File: src/hw/rtl/gdspw_pkg.sv
package gdspw_pkg;

	typedef struct packed {
		logic [7:0] char_code;
		logic [2:0] start_page;
		logic [6:0] start_column;
	} gdspw_req_t;

	typedef struct packed {
		logic [7:0] out_byte;
		logic       is_data;
		logic       last;
	} gdspw_rsp_t;

	localparam int unsigned GLYPH_COLS  = 8;
	localparam int unsigned GLYPH_COUNT = 12;
	localparam int unsigned ROM_DEPTH   = GLYPH_COLS * GLYPH_COUNT;
	localparam int unsigned ROM_AW      = $clog2(ROM_DEPTH);

	localparam logic [7:0] CMD_PAGE   = 8'hB0;
	localparam logic [7:0] CMD_COL_LO = 8'h00;
	localparam logic [7:0] CMD_COL_HI = 8'h10;
	localparam logic [2:0] MAX_PAGE   = 3'd6;

	// Beat numbering within one page: three commands, then sixteen data beats.
	localparam logic [4:0] BEAT_PAGE   = 5'd0;
	localparam logic [4:0] BEAT_COL_LO = 5'd1;
	localparam logic [4:0] BEAT_COL_HI = 5'd2;
	localparam logic [4:0] BEAT_DATA0  = 5'd3;
	localparam logic [4:0] BEAT_END    = 5'd18;

	localparam logic [3:0] IDX_COLON = 4'd10;
	localparam logic [3:0] IDX_DASH  = 4'd11;

	localparam logic [7:0] FONT_ROM [0:ROM_DEPTH-1] = '{
		8'h3E, 8'h51, 8'h49, 8'h45, 8'h3E, 8'h00, 8'h00, 8'h00,
		8'h00, 8'h42, 8'h7F, 8'h40, 8'h00, 8'h00, 8'h00, 8'h00,
		8'h42, 8'h61, 8'h51, 8'h49, 8'h46, 8'h00, 8'h00, 8'h00,
		8'h21, 8'h41, 8'h45, 8'h4B, 8'h31, 8'h00, 8'h00, 8'h00,
		8'h18, 8'h14, 8'h12, 8'h7F, 8'h10, 8'h00, 8'h00, 8'h00,
		8'h27, 8'h45, 8'h45, 8'h45, 8'h39, 8'h00, 8'h00, 8'h00,
		8'h3C, 8'h4A, 8'h49, 8'h49, 8'h30, 8'h00, 8'h00, 8'h00,
		8'h01, 8'h71, 8'h09, 8'h05, 8'h03, 8'h00, 8'h00, 8'h00,
		8'h36, 8'h49, 8'h49, 8'h49, 8'h36, 8'h00, 8'h00, 8'h00,
		8'h06, 8'h49, 8'h49, 8'h29, 8'h1E, 8'h00, 8'h00, 8'h00,
		8'h00, 8'h00, 8'h14, 8'h00, 8'h00, 8'h00, 8'h00, 8'h00,
		8'h00, 8'h00, 8'h00, 8'h3C, 8'h3C, 8'h00, 8'h00, 8'h00
	};

	// Each nibble bit b fills bits 2b and 2b+1.
	function automatic logic [7:0] stretch_nibble(input logic [3:0] nib);
		logic [7:0] r;
		r = '0;
		for (int b = 0; b < 4; b++) begin
			r[2*b]   = nib[b];
			r[2*b+1] = nib[b];
		end
		return r;
	endfunction

endpackage

File: src/hw/rtl/glyph_double_size_page_writer.sv
// Channel | Dir | Handshake        | Beat payload
// req     | in  | req_valid/stall  | gdspw_req_t: char_code, start_page, start_column
// rsp     | out | rsp_valid/stall  | gdspw_rsp_t: out_byte, is_data, last
//
// A drawn glyph gives 38 beats, one per cycle while rsp is not stalled, from the
// beat sequencer that walks the font ROM one column read per beat. A character
// that is not drawn is taken without making the sequencer busy and gives nothing.
// ROM reads are registered; a beat passes the ROM stage, then the output register.
// Reset clears the sequencer's busy, sel and beat registers and the valid bits only.
// A stall on rsp holds the output register; the sequencer and ROM read freeze
// once the ROM stage also holds a beat.
module glyph_double_size_page_writer (
	input  logic                  clk,
	input  logic                  arst_n,
	input  logic                  req_valid,
	output logic                  req_stall,
	input  gdspw_pkg::gdspw_req_t req,
	output logic                  rsp_valid,
	input  logic                  rsp_stall,
	output gdspw_pkg::gdspw_rsp_t rsp
);

	localparam int unsigned ROM_ADDR_W = gdspw_pkg::ROM_AW;

	// sequencer
	logic       busy_q;
	logic [3:0] idx_q;
	logic [2:0] page_q;
	logic [6:0] col_q;
	logic       sel_q;
	logic [4:0] beat_q;

	// stage 1: ROM read in flight
	logic       valid_s1;
	logic       data_s1;
	logic       hi_s1;
	logic       last_s1;
	logic [7:0] cmd_s1;
	logic [7:0] rom_s1;

	// output register
	logic                  rsp_valid_q;
	gdspw_pkg::gdspw_rsp_t rsp_q;

	logic       out_free;
	logic       s1_adv;
	logic       issue;
	logic       last_beat;
	logic       req_acc;
	logic       char_ok;
	logic [3:0] char_idx;
	logic [4:0] data_beat;
	logic [ROM_ADDR_W-1:0] rom_addr;
	logic [7:0] cmd_byte;

	always_comb begin
		char_ok  = 1'b1;
		char_idx = '0;
		if (req.char_code == 8'h3A) begin
			char_idx = gdspw_pkg::IDX_COLON;
		end else if (req.char_code == 8'h2F) begin
			char_idx = gdspw_pkg::IDX_DASH;
		end else if (req.char_code >= 8'h30 && req.char_code <= 8'h39) begin
			char_idx = 4'(req.char_code - 8'h30);
		end else begin
			char_ok = 1'b0;
		end
	end

	assign out_free  = !rsp_valid_q || !rsp_stall;
	assign s1_adv    = !valid_s1 || out_free;
	assign issue     = busy_q && s1_adv;
	assign last_beat = sel_q && (beat_q == gdspw_pkg::BEAT_END);
	assign req_stall = busy_q && !(issue && last_beat);
	assign req_acc   = req_valid && !req_stall;

	assign data_beat = beat_q - gdspw_pkg::BEAT_DATA0;
	assign rom_addr  = {idx_q, data_beat[3:1]};

	always_comb begin
		case (beat_q)
			gdspw_pkg::BEAT_PAGE:   cmd_byte = gdspw_pkg::CMD_PAGE + {5'd0, page_q} + {7'd0, sel_q};
			gdspw_pkg::BEAT_COL_LO: cmd_byte = gdspw_pkg::CMD_COL_LO + {4'd0, col_q[3:0]};
			gdspw_pkg::BEAT_COL_HI: cmd_byte = gdspw_pkg::CMD_COL_HI + {5'd0, col_q[6:4]};
			default:                cmd_byte = '0;
		endcase
	end

	always_ff @(posedge clk or negedge arst_n) begin
		if (!arst_n) begin
			busy_q <= 1'b0;
			sel_q  <= 1'b0;
			beat_q <= '0;
		end else if (req_acc) begin
			busy_q <= char_ok;
			sel_q  <= 1'b0;
			beat_q <= '0;
		end else if (issue) begin
			if (beat_q == gdspw_pkg::BEAT_END) begin
				// end of a page: after the upper page advance to the lower page; after the lower page drop busy
				beat_q <= '0;
				sel_q  <= 1'b1;
				if (sel_q) begin
					busy_q <= 1'b0;
				end
			end else begin
				beat_q <= beat_q + 5'd1;
			end
		end
	end

	always_ff @(posedge clk) begin
		if (req_acc) begin
			idx_q  <= char_idx;
			page_q <= (req.start_page > gdspw_pkg::MAX_PAGE) ? gdspw_pkg::MAX_PAGE
				: req.start_page;
			col_q  <= req.start_column;
		end
	end

	always_ff @(posedge clk or negedge arst_n) begin
		if (!arst_n) begin
			valid_s1 <= 1'b0;
		end else if (s1_adv) begin
			valid_s1 <= issue;
		end
	end

	// font ROM: synchronous read, held while the pipeline is frozen
	always_ff @(posedge clk) begin
		if (issue) begin
			rom_s1  <= gdspw_pkg::FONT_ROM[rom_addr];
			data_s1 <= (beat_q >= gdspw_pkg::BEAT_DATA0);
			hi_s1   <= sel_q;
			last_s1 <= last_beat;
			cmd_s1  <= cmd_byte;
		end
	end

	always_ff @(posedge clk or negedge arst_n) begin
		if (!arst_n) begin
			rsp_valid_q <= 1'b0;
		end else if (out_free) begin
			rsp_valid_q <= valid_s1;
		end
	end

	always_ff @(posedge clk) begin
		if (out_free && valid_s1) begin
			rsp_q.is_data  <= data_s1;
			rsp_q.last     <= last_s1;
			rsp_q.out_byte <= data_s1
				? gdspw_pkg::stretch_nibble(hi_s1 ? rom_s1[7:4] : rom_s1[3:0])
				: cmd_s1;
		end
	end

	assign rsp_valid = rsp_valid_q;
	assign rsp       = rsp_q;

endmodule

File: config.mk
export PLATFORM = sky130hd
export DESIGN_NAME = glyph_double_size_page_writer
export DESIGN_NICKNAME = d
export VERILOG_FILES = /design/src/hw/rtl/gdspw_pkg.sv /design/src/hw/rtl/glyph_double_size_page_writer.sv
export SDC_FILE = /design/constraint.sdc
export NUM_CORES = 1
export LEC_CHECK = 0
export BUFFER_PORTS_ARGS = -buffer_cell sky130_fd_sc_hd__clkbuf_2
export CAP_MARGIN = 15
export CORE_MARGIN = 1
export CORE_UTILIZATION = 55
export CTS_CLUSTER_SIZE = 20
export DETAILED_ROUTE_END_ITERATION = 12
export GPL_TIMING_DRIVEN = 0
export PLACE_DENSITY = 0.76
export SKIP_CTS_REPAIR_TIMING = 1
export SLEW_MARGIN = 5
export SYNTH_ARGS = -nofsm -noshare
export SYNTH_HDL_FRONTEND = slang
export SYNTH_SLANG_ARGS = --single-unit
File: constraint.sdc
create_clock -name clk -period 8.44 [get_ports clk]
set_input_delay 0.422 -clock clk [delete_from_list [all_inputs] [get_ports clk]]
set_output_delay 0.422 -clock clk [all_outputs]
set_load 0.005 [all_outputs]
==> results of run 1 <==
-- layer usage --
metal / vias to the layer above / track usage, % / part of all wire [%]
met4: 0 / 7.55 / 1.1
met2: 72 / 37.8 / 49
met5: - / 0 / 0
met3: 7 / 4.15 / 4.8
li1: 1122 / - / -
met1: 1065 / 29.9 / 45
-- cell families (layout without fill, tap and decap cells) --
kind of cell               count (synthesis)  in the layout  synth area share (%)
xor gates and xnor gates                   4              4                  2.11
buffers and inverters                     27             71                  4.35
DFF                                       49             49                  49.1
AOI/OAI and AO/OA                         80             80                  19.6
muxes                                      4              4                  1.38
and+or+nand+nor                          102            102                  17.9
adders and majority gates                 13             13                  5.59
-- final timing paths --
path | startpoint | endpoint | slack, ns | cells past startpoint
max | beat_q[0] | rom_s1[3] | 5.14 | 10
min | req[4] | col_q[4] | 0.29 | 1
max reg2reg | beat_q[0] | rom_s1[3] | 5.14 | 10
min reg2reg | last_s1 | rsp[0] | 0.43 | 0
max in group asynchronous | arst_n | beat_q[3] | 7.73 | 2
min in group asynchronous | arst_n | valid_s1 | 0.51 | 2
-- power breakdown --
part	switching, W	total [W]	internal [W]
clock network	0.0000758	0.000133	0.0000573
registers	0.0000466	0.000433	0.000386
logic	0.000364	0.000603	0.000238
total	0.000487	0.00117	0.000682
-- stage by stage --
stage                     std cells  setup WS (ns)
final                           393           5.14
after global routing            393           4.91
after CTS                       391           5.13
after detailed placement        383           5.17
after global placement          382           5.20
after floorplan                 279           5.75
-- layout by cell type, fill, tap and decap left out, types with 4 or more instances in the layout --
cell type and count:
o31ai_1 4, and2_1 6, buf_2 5, mux2i_1 4
nand2_1 32, o21ai_0 14, inv_1 13, a21o_1 5
edfxtp_1 40, ha_1 13, nor3_1 5, clkbuf_1 5
a22oi_1 4, a21oi_1 16, o22ai_1 4, nor2b_1 8
dfrtp_1 9, clkbuf_8 5, nor2_1 15, nand3_1 15
clkbuf_2 33, o21a_1 7
-- critical path: stages (launching register included) --
cell       delay [ns]
dfrtp_1          0.55
inv_1            0.13
ha_1             0.43
inv_1            0.27
ha_1             0.36
ha_1             0.33
nand2_1          0.15
or2_1            0.24
a2111oi_2        0.40
nor4_2           0.11
a211oi_2         0.17
-- synthesized netlist by cell type, types with 6 or more instances --
master and instances:
edfxtp_1 40, nand2_1 32, a21oi_1 16, nand3_1 15, nor2_1 15, o21ai_0 14
ha_1 13, inv_1 13, dfrtp_1 9, nor2b_1 8, o21a_1 7, and2_1 6
-- cell type report --
class / instances / area, um^2
Tap cell: 70 / 87.6
Fill cell: 436 / 1830
Clock inverter: 3 / 17.5
Clock buffer: 5 / 68.8
Multi-Input combinational cell: 203 / 1360
Timing Repair Buffer: 36 / 194
Buffer: 13 / 73.8
Inverter: 14 / 52.6
Sequential cell: 49 / 1430
-- state kept, by name, indices dropped and copies added, names as in the netlist --
register / cells
busy_q: 1
cmd_s1: 6
rsp: 10
data_s1: 1
hi_s1: 1
last_s1: 1
valid_s1: 1
page_q: 3
idx_q: 4
rom_s1: 7
rsp_valid: 1
sel_q: 1
beat_q: 5
col_q: 7
==> reports/results.ini, run 1 <==
[placed_design]
place_area_um2 = 3170
place_hpwl_mm = 4.36
gp_congestion = 0.960
portBuffers = 33

[global_route]
grt_pass1_wl_mm = 9.52
grt_max_degree = 19
grt_overflow_total = 0
grt_pass1_vias = 2101
antenna_found_initial = 0
grt_usage_pct = 22.7

[detailed_routing]
routedWlPerCell_um = 14.9
drc = 0
dr.pass1.iters = 5
drt_iter0_drc = 227
wirelength_mm = 5.87
via_count = 2266
vias_per_cell = 5.77
detail-route-antenna-nets = 0

[logic_synthesis]
synth_cells = 279
yosys.area.top_type = edfxtp_1
synth.yosys.seq_area_share_pct = 49.1
synth.top_cell.area_share_pct = 41.3
synthesis.nets = 314
async_flop_share_pct = 18.4
yosys_most_used_dff = edfxtp_1
ys_ff_latch = 49
synth_warnings = 0
avgSynthCellArea_um2 = 10.4
yosys-top-cells-area = edfxtp_1, dfrtp_1, ha_1
synth_edf_count = 40
netlist_area_um2 = 2910
ys_types = 59

[floorplan]
die_x_um = 74.7
die_h_um = 74.7
start_util_pct = 56.9
dieArea_um2 = 5580
std_cell_rows = 26
ioPinCount = 34
coreArea_um2 = 5110

[cells_and_area]
area_growth_pct = 12.7
drive_above_1_share_pct = 18.9
fin_util_pct = 64.1
final_area_um2 = 3280
nets = 357
antenna_cells = 0

[sta]
holdWs_ns = 0.287
final.period_utilization_pct = 39.1
drv_slew = 0
tns_ns = 0
finalCriticalPeriod_ns = 3.30
worst_pin_slew_ns = 0.797
setup_viol = 0
fmax_mhz = 303
timing.slew.headroom_pct = 46.9
rsz0062_at_grt = false
hold_violations = 0
fin_skew_ns = 0.00443

[clocking]
worstSkewPairLatency_ns = 0.30
clk_pin_slew_ns = 0.09
cts_tree = done
cts_made_buffers = 5
clock-sinks = 49
cts-htree-levels = 2
cts_buffer_depth = 2
root_buffer = clkbuf_8

[worst_setup_path]
critical_path_arrival_ns = 3.44
path_class = reg -> reg
cp_data_required_time_ns = 8.58
cp-end-kind = register
critPathLaunchType = register
critPathMaxFanout = 10

[run_status]
status = finished, final reports clean

[hold_path]
hold_path_class = in -> reg

[job]
cap_violations = 0

[pwr]
p_leak_nw = 1.34
p_total_w = 0.00117
vdd_drop_max_v = 0.000230
powerDensity_nw_per_um2 = 357

Power figures use the tool's default switching activity.
==> run 2: changes to the inputs <==
--- a/config.mk
+++ b/config.mk
@@ -5,6 +5,7 @@
 export SDC_FILE = /design/constraint.sdc
 export NUM_CORES = 1
 export LEC_CHECK = 0
+export ABC_AREA = 1
 export BUFFER_PORTS_ARGS = -buffer_cell sky130_fd_sc_hd__clkbuf_2
 export CAP_MARGIN = 15
 export CORE_MARGIN = 1
==> constraint.sdc (replaced) <==
create_clock -name clk -period 3.4 [get_ports clk]
set_input_delay 0.17 -clock clk [delete_from_list [all_inputs] [get_ports clk]]
set_output_delay 0.17 -clock clk [all_outputs]
set_load 0.005 [all_outputs]
==> run 2 against run 1 <==
  * Maximum frequency grew 22%
  * Synthesized cell count grew 13%
  * Clock skew grew 0.0062 ns
  * Final cell count grew 7.9%
  * Sequential cell count is the same
  * Power grew 120%
  * Utilization grew 1.9 points
==> reports/results.ini, run 2 <==
[detailed_routing]
drt_iter0_drc = 120  ; -47%
routedWlPerCell_um = 12.2  ; -18%
wirelength_mm = 5.17  ; -12%
via_count = 2198  ; -3.0%
dr.pass1.iters = 4  ; -1
drc = 0  ; unchanged
vias_per_cell = 5.18  ; -10%
detail-route-antenna-nets = 0  ; unchanged

[logic_synthesis]
synth_edf_count = 40  ; unchanged
synth.yosys.seq_area_share_pct = 51.3  ; +2.2 points
ys_types = 33  ; -44%
async_flop_share_pct = 18.4  ; unchanged
synth_warnings = 0  ; unchanged
ys_ff_latch = 49  ; unchanged
yosys_most_used_dff = edfxtp_1
synth.top_cell.area_share_pct = 43.2  ; +1.9 points
synthesis.nets = 350  ; +11%
yosysMostFrequentCell = nand2_1
yosys-top-cells-area = edfxtp_1, nand2_1, dfrtp_1
yosys.area.top_type = edfxtp_1
avgSynthCellArea_um2 = 8.83  ; -15%
synth_common_cells = nand2_1, edfxtp_1, inv_1, nor2_1, nand3_1
netlist_area_um2 = 2780  ; -4.3%
synth_cells = 315  ; +13%

[sta]
fin_skew_ns = 0.0106  ; +0.00615 ns
worst_pin_slew_ns = 0.841  ; +0.0438 ns
fmax_mhz = 369  ; +22%
drv_slew = 0  ; unchanged
setup_slack_ns = 0.691  ; -4.45 ns
finalCriticalPeriod_ns = 2.71  ; -0.592 ns
timing.slew.headroom_pct = 43.8  ; -3.1 points
setup_viol = 0  ; unchanged
tns_ns = 0  ; unchanged
final.period_utilization_pct = 79.7  ; +41 points
hold_violations = 0  ; unchanged
rsz0062_at_grt = false

[global_route]
grt_pass1_wl_mm = 8.58  ; -9.9%
grt_overflow_total = 0  ; unchanged
grt_max_degree = 17  ; -2
antenna_found_initial = 0  ; unchanged
grt_usage_pct = 21.0  ; -1.6 points
grt_pass1_vias = 1977  ; -5.9%

[cells_and_area]
layout_commonest_cell = nand2_1
largest_reg_flops = 10  ; unchanged
nets = 391  ; +9.5%
drive_above_1_share_pct = 20.4  ; +1.6 points
area_growth_pct = 13.6
final_area_um2 = 3160  ; -3.5%
fin_util_pct = 66.0  ; +1.9 points
antenna_cells = 0  ; unchanged
final_cell_mix = nand2_1, edfxtp_1, inv_1, clkbuf_2, nor2_1

[placed_design]
place_hpwl_mm = 4.04  ; -7.4%
place_area_um2 = 3030  ; -4.3%
portBuffers = 33  ; unchanged
post-place-ws_ns = 0.750  ; -4.42 ns
gp_congestion = 0.910  ; -5.3%

[job]
cap_violations = 0  ; unchanged

[worst_setup_path]
critPathLaunchType = register
r2r-end = rom_s1[6]
cpPeakStageDelay_ns = 0.43  ; -0.12 ns
slowest_stage = dfrtp_1
path_class = reg -> reg
worstReg2RegStart = beat_q[0]
cp-end-kind = register
critPathMaxFanout = 6  ; -4
critical_path_arrival_ns = 2.87  ; -0.57 ns
rrSetupSlack_ns = 0.69  ; -4.45 ns
r2r_cells = 14  ; +4
cp_top_family = adder cells
crit_chain = inv_1 > ha_1 > inv_1 > ha_1 > inv_1 > ha_1 > inv_1 > nor2_1 > nor2_1 > a21oi_1 > nand2_1 > nand2_1 > nand2_1 > nand2_1
cp-startpoint = beat_q[0]
cp_data_required_time_ns = 3.56  ; -5.02 ns
crit_buf_inv = 4  ; +2

[pwr]
p_comb_share_pct = 42.4  ; -9.2 points
p_total_w = 0.00253  ; +120%
pwr-share-clk_pct = 16.7  ; +5.3 points
power_switching_w = 0.000987  ; +100%
vdd_drop_max_v = 0.000509  ; +120%
powerDensity_nw_per_um2 = 802  ; +120%
p_leak_nw = 1.49  ; +12%
swShare_pct = 39.0  ; -2.7 points
seq_power_share_pct = 40.8  ; +3.7 points
power.internal_w = 0.00155  ; +130%

[hold_path]
hp-start = req[1]
hold_path_class = in -> reg
worstHoldEndpoint = col_q[1]
hold_path_depth = 1  ; unchanged

[clocking]
root_buffer = clkbuf_8
clock-sinks = 49  ; unchanged
cts_made_buffers = 5  ; unchanged
cts-htree-levels = 2  ; unchanged
clk_pin_slew_ns = 0.09  ; about the same
cts_tree = done
worstSkewPairLatency_ns = 0.30  ; about the same
cts_buffer_depth = 2  ; unchanged

[floorplan]
ioPinCount = 34  ; unchanged
coreArea_um2 = 4790  ; -6.3%
dieArea_um2 = 5350  ; -4.2%
die_h_um = 73.1  ; -2.1%
std_cell_rows = 25  ; -3.8%
die_x_um = 73.1  ; -2.1%
start_util_pct = 58.1  ; +1.2 points

[run_status]
status = finished, final reports clean

run 2: cell type report:
class / count / area [um^2]
fill: 408 / 1630
inverter: 40 / 153
buffer: 8 / 37.5
timing repair buffer: 34 / 175
multi-input combinational: 218 / 1160
sequential: 49 / 1430
clock inverter: 2 / 37.5
clock buffer: 6 / 82.6
tap: 67 / 83.8
run 2: how the worst max path moves through the flow:
stage                     slack, ns  cells past startpoint         to
final                          0.69                     14  rom_s1[6]
after global routing           0.52                     12  rom_s1[0]
after CTS                      0.72                     14  rom_s1[6]
after detailed placement       0.75                     14  rom_s1[6]
after global placement         0.76                     12  rom_s1[0]
after floorplan                1.17                     12  rom_s1[0]
run 2: routing by layer:
| layer | wire length (um) | global-route usage [%] | vias up |
|---|---|---|---|
| met1 | 2320 | 28.3 | 1000 |
| met3 | 300 | 3.73 | 6 |
| met2 | 2490 | 34.6 | 74 |
| li1 | - | - | 1118 |
| met4 | 57 | 6.75 | 0 |
| met5 | 0 | 0 | - |
run 2: power by group through the flow:
stage               logic [W]  clock network, W  registers, W
floorplan            0.000770                 0       0.00104
global placement      0.00104                 0       0.00104
detailed placement    0.00106                 0       0.00105
CTS                   0.00107          0.000430       0.00104
global route          0.00121          0.000450       0.00106
finish                0.00108          0.000424       0.00103
run 2: worst reg2reg max path, cell delays in order (launching register included):
cell,delay [ns]
dfrtp_1,0.43
inv_1,0.11
ha_1,0.41
inv_1,0.13
ha_1,0.30
inv_1,0.19
ha_1,0.20
inv_1,0.07
nor2_1,0.21
nor2_1,0.10
a21oi_1,0.15
nand2_1,0.07
nand2_1,0.07
nand2_1,0.05
nand2_1,0.07
run 2: stage by stage:
| step | hold WS (ns) | instances |
|---|---|---|
| finish | 0.0410 | 424 |
| global route | 0.0266 | 424 |
| CTS | -0.285 | 423 |
| detailed placement | 0.0436 | 415 |
| global placement | 0.0359 | 415 |
| floorplan | -0.126 | 315 |
run 2: kinds of logic after synthesis:
kind of cell | count (synthesis) | synth area share [%]
AOI/OAI and AO/OA | 40 | 8.95
DFF | 49 | 51.3
buffers and inverters | 48 | 6.84
and+or+nand+nor | 162 | 26.1
xor gates and xnor gates | 3 | 0.945
adders and majority gates | 13 | 5.85
